--- src/rtl/core/assert_macros.svh ---
// Assertion macros shared by the integrator RTL.
// RK_ASSERT checks a property outside reset; RK_ASSERT_NOW checks it at every edge.
`ifndef ASSERT_MACROS_SVH
`define ASSERT_MACROS_SVH
`ifndef SYNTHESIS
`define RK_ASSERT(lbl, clk, rstn, prop, msg) \
	lbl: assert property (@(posedge clk) disable iff (!rstn) prop) else $error(msg);
`define RK_ASSERT_NOW(lbl, clk, prop, msg) \
	lbl: assert property (@(posedge clk) prop) else $error(msg);
`else
`define RK_ASSERT(lbl, clk, rstn, prop, msg)
`define RK_ASSERT_NOW(lbl, clk, prop, msg)
`endif
`endif

--- src/rtl/core/rk4si_pkg.sv ---
package rk4si_pkg;

	localparam int DATA_WIDTH_DEF = 32;
	localparam int FRAC_BITS_DEF  = 16;

	localparam int STEP_W = 31;
	localparam logic [STEP_W-1:0] STEP_RESET = 31'd65536;

	typedef enum logic [1:0] {
		STG_START,
		STG_MID_A,
		STG_MID_B,
		STG_FINAL
	} stage_t;

	typedef struct packed {
		logic   vld;
		stage_t idx;
		logic   neg;
	} ctl_t;

	// radix-256 division by six: one digit per pipeline stage
	localparam int DIG_W     = 8;
	localparam int REM_W     = 3;
	localparam int RECIP_W   = 10;
	localparam int PROD_W    = DIG_W + REM_W + RECIP_W;
	localparam int DIVISOR   = 6;
	localparam int DIV_RECIP = 683;
	localparam int DIV_SHIFT = 12;

	typedef struct packed {
		logic [DIG_W-1:0] quo;
		logic [REM_W-1:0] rem;
	} digit_t;

	// v = rem*256 + digit < 1536; 683/4096 stays close enough to 1/6 to floor exactly
	function automatic digit_t div6_digit(input logic [DIG_W+REM_W-1:0] v);
		logic [PROD_W-1:0]      prod;
		logic [DIG_W+REM_W-1:0] back;
		digit_t                 res;
		prod    = PROD_W'(v) * PROD_W'(DIV_RECIP);
		res.quo = prod[DIV_SHIFT +: DIG_W];
		back    = (DIG_W+REM_W)'(res.quo) * (DIG_W+REM_W)'(DIVISOR);
		res.rem = REM_W'(v - back);
		return res;
	endfunction

endpackage

--- src/rtl/core/rk4si_ctrl.sv ---
`include "assert_macros.svh"

module rk4si_ctrl #(
	parameter int DATA_WIDTH = 32
) (
	input  logic                            clk,
	input  logic                            arst_n,
	input  logic                            adv,
	input  logic                            in_valid,
	input  logic signed [DATA_WIDTH-1:0]    state_value,
	input  logic signed [DATA_WIDTH-1:0]    derivative,
	input  logic                            restart,
	input  logic                            cfg_wr_en,
	input  logic [rk4si_pkg::STEP_W-1:0]    cfg_wr_data,
	output rk4si_pkg::ctl_t                 ctl_s1,
	output logic signed [DATA_WIDTH+2:0]    op_s1,
	output logic [rk4si_pkg::STEP_W-1:0]    step_s1,
	output logic signed [DATA_WIDTH-1:0]    x0_s1
);
	import rk4si_pkg::*;

	localparam int KW = DATA_WIDTH + 3;

	stage_t                      stage_q;
	stage_t                      cur;
	logic [STEP_W-1:0]           step_q;
	logic signed [DATA_WIDTH-1:0] start_q;
	logic signed [KW-1:0]        wsum_q;
	logic                        acc;
	logic signed [KW-1:0]        d_ext;
	logic signed [KW-1:0]        op_d;
	logic [STEP_W-1:0]           h_d;

	assign acc   = in_valid && adv;
	assign cur   = restart ? STG_START : stage_q;
	assign d_ext = KW'(derivative);

	// pick step and slope operand for this stage
	always_comb begin
		op_d = d_ext;
		h_d  = step_q >> 1;
		case (cur)
			STG_START, STG_MID_A: h_d = step_q >> 1;
			STG_MID_B: h_d = step_q;
			STG_FINAL: begin
				h_d  = step_q;
				op_d = wsum_q + d_ext;
			end
			default: h_d = step_q >> 1;
		endcase
	end

	always_ff @(posedge clk or negedge arst_n) begin
		if (!arst_n) begin
			step_q <= STEP_RESET;
		end else if (cfg_wr_en) begin
			step_q <= cfg_wr_data;
		end
	end

	always_ff @(posedge clk or negedge arst_n) begin
		if (!arst_n) begin
			stage_q <= STG_START;
			ctl_s1  <= '0;
		end else if (adv) begin
			if (acc) begin
				stage_q <= stage_t'(2'(cur + 2'd1));
			end
			ctl_s1 <= '{vld: acc, idx: cur, neg: op_d[KW-1]};
		end
	end

	// running weighted slope sum k1 + 2k2 + 2k3
	always_ff @(posedge clk) begin
		if (acc) begin
			case (cur)
				STG_START: begin
					start_q <= state_value;
					wsum_q  <= d_ext;
				end
				STG_MID_A, STG_MID_B: wsum_q <= wsum_q + d_ext + d_ext;
				default: wsum_q <= wsum_q;
			endcase
		end
		if (adv) begin
			op_s1   <= op_d;
			step_s1 <= h_d;
			x0_s1   <= (cur == STG_START) ? state_value : start_q;
		end
	end

	`RK_ASSERT(a_restart_first, clk, arst_n, (acc && restart) |=> (ctl_s1.idx == STG_START), "restart did not force first stage")
	`RK_ASSERT(a_stage_adv, clk, arst_n, (acc && !restart) |=> (stage_q == stage_t'(2'($past(stage_q) + 2'd1))), "stage did not advance")

endmodule

--- src/rtl/core/rk4si_mul.sv ---
module rk4si_mul #(
	parameter int DATA_WIDTH = 32,
	parameter int FRAC_BITS  = 16
) (
	input  logic                            clk,
	input  logic                            arst_n,
	input  logic                            adv,
	input  rk4si_pkg::ctl_t                 ctl_s1,
	input  logic signed [DATA_WIDTH+2:0]    op_s1,
	input  logic [rk4si_pkg::STEP_W-1:0]    step_s1,
	input  logic signed [DATA_WIDTH-1:0]    x0_s1,
	output rk4si_pkg::ctl_t                 ctl_s4,
	output logic [DATA_WIDTH+3:0]           mag_s4,
	output logic signed [DATA_WIDTH-1:0]    x0_s4
);
	import rk4si_pkg::*;

	localparam int KW    = DATA_WIDTH + 3;
	localparam int MAG_W = DATA_WIDTH + 2;
	localparam int LO_W  = (MAG_W + 1) / 2;
	localparam int HI_W  = MAG_W - LO_W;
	localparam int LPW   = STEP_W + LO_W;
	localparam int HPW   = STEP_W + HI_W;
	localparam int PW    = STEP_W + MAG_W;
	localparam int SW    = PW - FRAC_BITS;
	localparam int QW    = DATA_WIDTH + 4;
	localparam int EW    = (SW > QW) ? SW : QW;

	ctl_t                         ctl_s2, ctl_s3;
	logic [MAG_W-1:0]             mag_s2;
	logic [STEP_W-1:0]            step_s2;
	logic signed [DATA_WIDTH-1:0] x0_s2, x0_s3;
	logic [LPW-1:0]               plo_s3;
	logic [HPW-1:0]               phi_s3;
	logic [PW-1:0]                prod;
	logic [EW-1:0]                sc_ext;
	logic [EW-1:0]                cap;

	// recombine partial products, drop fraction bits, hold huge values at 2^(DATA_WIDTH+3)
	assign prod   = (PW'(phi_s3) << LO_W) + PW'(plo_s3);
	assign sc_ext = EW'(SW'(prod >> FRAC_BITS));
	assign cap    = EW'(1) << (QW - 1);

	always_ff @(posedge clk or negedge arst_n) begin
		if (!arst_n) begin
			ctl_s2 <= '0;
			ctl_s3 <= '0;
			ctl_s4 <= '0;
		end else if (adv) begin
			ctl_s2 <= ctl_s1;
			ctl_s3 <= ctl_s2;
			ctl_s4 <= ctl_s3;
		end
	end

	always_ff @(posedge clk) begin
		if (adv) begin
			mag_s2  <= op_s1[KW-1] ? MAG_W'(-op_s1) : MAG_W'(op_s1);
			step_s2 <= step_s1;
			x0_s2   <= x0_s1;
			plo_s3  <= LPW'(step_s2) * LPW'(mag_s2[LO_W-1:0]);
			phi_s3  <= HPW'(step_s2) * HPW'(mag_s2[MAG_W-1:LO_W]);
			x0_s3   <= x0_s2;
			mag_s4  <= (sc_ext > cap) ? QW'(cap) : QW'(sc_ext);
			x0_s4   <= x0_s3;
		end
	end

endmodule

--- src/rtl/core/rk4si_div.sv ---
module rk4si_div #(
	parameter int DATA_WIDTH = 32
) (
	input  logic                            clk,
	input  logic                            arst_n,
	input  logic                            adv,
	input  rk4si_pkg::ctl_t                 ctl_in,
	input  logic [DATA_WIDTH+3:0]           mag_in,
	input  logic signed [DATA_WIDTH-1:0]    x0_in,
	output rk4si_pkg::ctl_t                 ctl_out,
	output logic [DATA_WIDTH+3:0]           mag_out,
	output logic signed [DATA_WIDTH-1:0]    x0_out
);
	import rk4si_pkg::*;

	localparam int QW   = DATA_WIDTH + 4;
	localparam int NDIG = (QW + DIG_W - 1) / DIG_W;
	localparam int PADW = NDIG * DIG_W;

	logic [PADW-1:0]              word_q [NDIG];
	logic [REM_W-1:0]             rem_q  [NDIG];
	ctl_t                         ctl_q  [NDIG];
	logic signed [DATA_WIDTH-1:0] x0_q   [NDIG];

	// one quotient digit per stage, most significant first; other stages pass digits through
	for (genvar j = 0; j < NDIG; j++) begin : g_dig
		localparam int POS = (NDIG - 1 - j) * DIG_W;
		logic [PADW-1:0]              w_in, w_nx;
		logic [REM_W-1:0]             r_in;
		ctl_t                         c_in;
		logic signed [DATA_WIDTH-1:0] x_in;
		digit_t                       dg;

		if (j == 0) begin : g_head
			assign w_in = PADW'(mag_in);
			assign r_in = '0;
			assign c_in = ctl_in;
			assign x_in = x0_in;
		end else begin : g_tail
			assign w_in = word_q[j-1];
			assign r_in = rem_q[j-1];
			assign c_in = ctl_q[j-1];
			assign x_in = x0_q[j-1];
		end

		always_comb begin
			w_nx = w_in;
			dg   = '{quo: w_in[POS +: DIG_W], rem: '0};
			if (c_in.idx == STG_FINAL) begin
				dg = div6_digit({r_in, w_in[POS +: DIG_W]});
			end
			w_nx[POS +: DIG_W] = dg.quo;
		end

		always_ff @(posedge clk or negedge arst_n) begin
			if (!arst_n) begin
				ctl_q[j] <= '0;
			end else if (adv) begin
				ctl_q[j] <= c_in;
			end
		end

		always_ff @(posedge clk) begin
			if (adv) begin
				word_q[j] <= w_nx;
				rem_q[j]  <= dg.rem;
				x0_q[j]   <= x_in;
			end
		end
	end

	assign ctl_out = ctl_q[NDIG-1];
	assign mag_out = word_q[NDIG-1][QW-1:0];
	assign x0_out  = x0_q[NDIG-1];

endmodule

--- src/rtl/core/rk4si_out.sv ---
`include "assert_macros.svh"

module rk4si_out #(
	parameter int DATA_WIDTH = 32
) (
	input  logic                            clk,
	input  logic                            arst_n,
	input  logic                            adv,
	input  rk4si_pkg::ctl_t                 ctl_in,
	input  logic [DATA_WIDTH+3:0]           mag_in,
	input  logic signed [DATA_WIDTH-1:0]    x0_in,
	output logic                            out_valid,
	output logic signed [DATA_WIDTH-1:0]    next_value,
	output logic [1:0]                      stage_index,
	output logic                            final_res,
	output logic                            saturated
);
	import rk4si_pkg::*;

	localparam int QW   = DATA_WIDTH + 4;
	localparam int SUMW = QW + 2;
	localparam logic signed [SUMW-1:0] DMAX = SUMW'({1'b0, {(DATA_WIDTH-1){1'b1}}});
	localparam logic signed [SUMW-1:0] DMIN = ~DMAX;

	logic signed [QW:0]      sv;
	logic signed [SUMW-1:0]  sum;
	logic                    sat_hi, sat_lo;

	// reapply sign, add start value, clamp to the data range
	assign sv     = ctl_in.neg ? -$signed({1'b0, mag_in}) : $signed({1'b0, mag_in});
	assign sum    = SUMW'(x0_in) + SUMW'(sv);
	assign sat_hi = sum > DMAX;
	assign sat_lo = sum < DMIN;

	always_ff @(posedge clk or negedge arst_n) begin
		if (!arst_n) begin
			out_valid <= 1'b0;
		end else if (adv) begin
			out_valid <= ctl_in.vld;
		end
	end

	always_ff @(posedge clk) begin
		if (adv) begin
			next_value  <= sat_hi ? DMAX[DATA_WIDTH-1:0] :
				sat_lo ? DMIN[DATA_WIDTH-1:0] : sum[DATA_WIDTH-1:0];
			stage_index <= ctl_in.idx;
			final_res   <= (ctl_in.idx == STG_FINAL);
			saturated   <= sat_hi || sat_lo;
		end
	end

	`RK_ASSERT(a_sat_rail, clk, arst_n, (out_valid && saturated) |-> ((next_value == DMAX[DATA_WIDTH-1:0]) || (next_value == DMIN[DATA_WIDTH-1:0])), "saturated result off the rails")
	`RK_ASSERT_NOW(a_rst_empty, clk, (!arst_n) |-> (!out_valid), "result valid during reset")

endmodule

--- src/rtl/core/rk4_stage_integrator_unit.sv ---
// Channel  Handshake            Fields                                         Transfer when
// input    in_valid/in_ready    state_value, derivative, restart               valid && ready
// result   out_valid/out_ready  next_value, stage_index, final_res, saturated  valid && ready
// config   cfg_wr_en            cfg_wr_data (step size h)                      cfg_wr_en
//
// A transfer loads the control stage; its result then passes three stages for the split multiply,
// one per byte of the divide-by-six digit chain and one for the result register. One item can
// transfer every cycle while the result register is empty or being taken.
// arst_n clears the stage counter, the valid bits and the step size (to 1.0).
// When the result register is full and not taken, every stage holds and in_ready drops.
module rk4_stage_integrator_unit #(
	parameter int DATA_WIDTH = rk4si_pkg::DATA_WIDTH_DEF,
	parameter int FRAC_BITS  = rk4si_pkg::FRAC_BITS_DEF
) (
	input  logic                            clk,
	input  logic                            arst_n,
	input  logic                            in_valid,
	output logic                            in_ready,
	input  logic signed [DATA_WIDTH-1:0]    state_value,
	input  logic signed [DATA_WIDTH-1:0]    derivative,
	input  logic                            restart,
	output logic                            out_valid,
	input  logic                            out_ready,
	output logic signed [DATA_WIDTH-1:0]    next_value,
	output logic [1:0]                      stage_index,
	output logic                            final_res,
	output logic                            saturated,
	input  logic                            cfg_wr_en,
	input  logic [rk4si_pkg::STEP_W-1:0]    cfg_wr_data
);
	import rk4si_pkg::*;

	// global advance: the whole pipe moves whenever the result register can take a value
	logic                         adv;
	ctl_t                         ctl_s1, ctl_s4, ctl_dv;
	logic signed [DATA_WIDTH+2:0] op_s1;
	logic [STEP_W-1:0]            step_s1;
	logic signed [DATA_WIDTH-1:0] x0_s1, x0_s4, x0_dv;
	logic [DATA_WIDTH+3:0]        mag_s4, mag_dv;

	assign adv      = !out_valid || out_ready;
	assign in_ready = adv;

	// stage counter, start value and slope sum; picks h or h/2 and the slope operand
	rk4si_ctrl #(
		.DATA_WIDTH(DATA_WIDTH)
	) u_ctrl (
		.clk        (clk),
		.arst_n     (arst_n),
		.adv        (adv),
		.in_valid   (in_valid),
		.state_value(state_value),
		.derivative (derivative),
		.restart    (restart),
		.cfg_wr_en  (cfg_wr_en),
		.cfg_wr_data(cfg_wr_data),
		.ctl_s1     (ctl_s1),
		.op_s1      (op_s1),
		.step_s1    (step_s1),
		.x0_s1      (x0_s1)
	);

	// |slope| * step in two half-width products, rescaled and capped
	rk4si_mul #(
		.DATA_WIDTH(DATA_WIDTH),
		.FRAC_BITS (FRAC_BITS)
	) u_mul (
		.clk    (clk),
		.arst_n (arst_n),
		.adv    (adv),
		.ctl_s1 (ctl_s1),
		.op_s1  (op_s1),
		.step_s1(step_s1),
		.x0_s1  (x0_s1),
		.ctl_s4 (ctl_s4),
		.mag_s4 (mag_s4),
		.x0_s4  (x0_s4)
	);

	// truncating divide by six on the final stage only
	rk4si_div #(
		.DATA_WIDTH(DATA_WIDTH)
	) u_div (
		.clk    (clk),
		.arst_n (arst_n),
		.adv    (adv),
		.ctl_in (ctl_s4),
		.mag_in (mag_s4),
		.x0_in  (x0_s4),
		.ctl_out(ctl_dv),
		.mag_out(mag_dv),
		.x0_out (x0_dv)
	);

	// sign, add to start value, saturate, hold result for transfer
	rk4si_out #(
		.DATA_WIDTH(DATA_WIDTH)
	) u_out (
		.clk        (clk),
		.arst_n     (arst_n),
		.adv        (adv),
		.ctl_in     (ctl_dv),
		.mag_in     (mag_dv),
		.x0_in      (x0_dv),
		.out_valid  (out_valid),
		.next_value (next_value),
		.stage_index(stage_index),
		.final_res  (final_res),
		.saturated  (saturated)
	);

endmodule

--- config.mk ---
export PLATFORM = sky130hd
export DESIGN_NAME = rk4_stage_integrator_unit
export DESIGN_NICKNAME = d
export VERILOG_FILES = /design/src/rtl/core/rk4si_pkg.sv /design/src/rtl/core/rk4si_ctrl.sv /design/src/rtl/core/rk4si_mul.sv /design/src/rtl/core/rk4si_div.sv /design/src/rtl/core/rk4si_out.sv /design/src/rtl/core/rk4_stage_integrator_unit.sv
export VERILOG_INCLUDE_DIRS = /design/src /design/src/rtl/core
export SDC_FILE = /design/constraint.sdc
export NUM_CORES = 2
export LEC_CHECK = 0
export BUFFER_PORTS_ARGS = -buffer_cell sky130_fd_sc_hd__buf_2
export CORE_MARGIN = 1
export CORE_UTILIZATION = 55
export CTS_CLUSTER_DIAMETER = 30
export DETAILED_ROUTE_END_ITERATION = 7
export PLACE_DENSITY = 0.77
export SLEW_MARGIN = 20
export SYNTH_ARGS = -nofsm -noshare
export SYNTH_HDL_FRONTEND = slang
export SYNTH_SLANG_ARGS = --single-unit
--- constraint.sdc ---
create_clock -name clk -period 43.8 [get_ports clk]
set_clock_uncertainty 0.2 [all_clocks]
set_input_delay 2.19 -clock clk [delete_from_list [all_inputs] [get_ports clk]]
set_output_delay 2.19 -clock clk [all_outputs]
set_load 0.01 [all_outputs]
==> out/metrics.cfg <==
[clock_network]
postCtsSetupBuffers = 0
ctsResizeCount = 0
cts_num_sinks = 900
cts_max_level = 4
clkTransAtPathRegs_ps = 50
cts_max_path_buffers = 3
cts_buffers = 144
root_buffer = clkbuf_16
cts_tree = built
clock_latency_ps = 790
cts_hold_buf = 0

[flow_run]
max-cap-violations = 0

[synthesis]
synth_async_sr_flop_share_pct = 7.778
netlist-cell-type-count = 88
ys_ff_latch = 900
synth_top_flop_cell = edfxtp_1
synth_commonest_cells = 1290 x inv_1, 1012 x nand2_1, 972 x fa_1, 830 x edfxtp_1, 640 x ha_1
yosysMostFrequentCell = inv_1
syn_inst = 7295
yosysSeqAreaShare_pct = 33.77
syn_area_um2 = 79000
syn_avg_cell_area_um2 = 10.83
syn_nets = 9008
synth_top_area_cell = edfxtp_1
yosysWarnings = 0
synth_area_leaders = edfxtp_1 32%, fa_1 25%, ha_1 10%
synth.top_cell.area_share_pct = 31.55
synth_edf_count = 830

[detailed_routing]
drc = 0
ant_nets = 0
first_iter_violations = 3588
viasPerCell = 5.660
routed-wl-met2_um = 91000
first_pass_iters = 6
wl_met1_um = 72130
wl_per_cell_um = 19.80
vias = 53269
highest_layer = met5
finalWirelength_um = 186400
met3_length_um = 14310

[die]
start_util_pct = 55.59
die_h_um = 381.0
ios = 139
fp-row-count = 138
dieArea_um2 = 145200
fp.dieW_um = 381.0
core_um2 = 142100

[timing]
fin_tns_setup_ps = 0
timing.fmax_mhz = 123.4
maxSlewViolCount = 0
finalWorstPathRequiredPeriod_ps = 8101
final_hold_viol_count = 0
slew_headroom_pct = 22.20
timing.final.crit_share_pct = 18.50
setup_viol = 0
fin_ws_ps = 35700
holdWs_ps = 201.2
rsz0062_at_grt = no
tightest_slew_ps = 1167

[global_routing]
grt_pass1_wl_um = 301200
grt_usage_pct = 26.37
antenna_found_initial = 14
gr-total-overflow = 0
first_global_vias = 56840
grt_max_degree = 183

[worst_hold_path]
holdPathStages = 0
min-delay-start = u_div.word_q[2][16]
hp-class = reg -> reg
hold_end = u_div.word_q[3][16]

[worst_setup_path]
startpoint_type = register
crit_type = reg -> reg
reg2reg_depth = 23
required_ps = 44120
worst_ep_arrival_time_ps = 8420
reg2reg_slack_ps = 35700
r2r_end = u_mul.plo_s3[40]
reg2reg_from = u_mul.mag_s2[5]
cp_max_fo = 31
crit_path_end_kind = register

[final_layout]
syn_to_final_growth_pct = 9.814
finalNetCount = 9113
fillers = 10943
drive_gt1_share_pct = 8.762

[placement]
portBuffers = 138
gp_congestion = 0.9301
pre_cts_slack_ps = 35230
dp_hpwl_um = 136600

[outcome]
run_status = completed

## registers in the layout, summed over array words and instances (netlist names), 12 cells and up, named ones only
| name | cells |
|---|---|
| u_ctrl.start_q | 32 |
| u_ctrl.wsum_q | 34 |
| u_mul.x0_s2 | 32 |
| u_mul.mag_s2 | 34 |
| u_mul.x0_s4 | 32 |
| u_div.word_q | 180 |
| u_div.ctl_q | 16 |
| u_ctrl.op_s1 | 35 |
| u_mul.step_s2 | 31 |
| u_out.next_value | 32 |
| u_mul.x0_s3 | 32 |
| u_ctrl.step_s1 | 31 |
| u_ctrl.step_q | 31 |
| u_mul.mag_s4 | 36 |
| u_mul.phi_s3 | 48 |
| u_div.x0_q | 160 |
| u_ctrl.x0_s1 | 32 |
| u_mul.plo_s3 | 32 |
| u_div.rem_q | 12 |
## kinds of logic (layout without fill, tap and decap cells)
group	Yosys count	after routing	share of synthesized area [%]
fa+ha+maj	1612	1612	34.77
xor+xnor	297	297	3.293
buf+inv	1557	1783	7.438
mux	124	124	1.764
compound gates	802	802	6.617
other cells	0	1	0
flops	900	900	33.77
simple gates	2003	2003	12.35
## critical path: stages, from the launching register on
cell and delay (ps):
edfxtp_1 840, and2_1 410, fa_1 550, inv_1 50, fa_1 470, fa_1 540
inv_1 60, fa_1 460, fa_1 520, inv_1 50, fa_1 470, inv_1 40
ha_1 320, a21o_1 200, a21oi_1 220, o21ai_0 190, or4_1 530, o221a_2 270
a221o_1 390, a21oi_1 310, o21ai_0 230, a21o_1 240, a21oi_1 180, xnor2_1 80
## layer usage
layer / vias up / global-route usage (%)
li1: 23946 / -
met1: 26600 / 32.29
met2: 2130 / 44.73
met3: 571 / 5.411
met4: 22 / 12.32
met5: - / 0
## metrics by stage
stage / cell area [µm²] / util (%) / cells
CTS: 86730 / 61.03 / 9410
floorplan: 79000 / - / 7295
finish: 86750 / 61.05 / 9412
detailed placement: 81750 / 57.53 / 9143
global route: 86750 / 61.05 / 9412
global placement: 81720 / 57.51 / 9142
## layout make-up
cell class | instances | area, µm² | area share (%)
Clock inverter | 111 | 1315 | 1.516
Timing Repair Buffer | 225 | 1403 | 1.617
Tap cell | 1890 | 2365 | 2.726
Clock buffer | 156 | 3659 | 4.217
Sequential cell | 900 | 26680 | 30.75
Inverter | 1291 | 4853 | 5.595
Antenna cell | 1 | 2.502 | 0.002885
Multi-Input combinational cell | 4838 | 46470 | 53.57
## cell usage in the layout (no fill, tap or decap), types with 39 or more instances in the layout
cell,instances
inv_1,1290
nand2_1,1012
fa_1,972
edfxtp_1,830
ha_1,640
and2_1,434
xnor2_1,224
a21oi_1,205
o21ai_0,177
nor2_1,166
clkbuf_16,144
buf_2,137
mux2_2,122
a21o_1,113
buf_4,83
xor2_1,73
dfrtp_1,69
nor3_1,65
nand3_1,64
nand2b_1,39
## worst max path at each step
| stage | start | end | slack (ps) |
|---|---|---|---|
| global route | u_mul.mag_s2[5] | u_mul.plo_s3[40] | 35430 |
| CTS | u_mul.mag_s2[5] | u_mul.plo_s3[40] | 35830 |
| finish | u_mul.mag_s2[5] | u_mul.plo_s3[40] | 35700 |
| detailed placement | derivative[1] | u_ctrl.wsum_q[34] | 35230 |
| floorplan | out_ready | in_ready | 18270 |
| global placement | derivative[1] | u_ctrl.wsum_q[34] | 35180 |
Power is left out: the tool's default activity adds up to more than one toggle a clock period on the data nets, which glitch-free logic cannot reach.
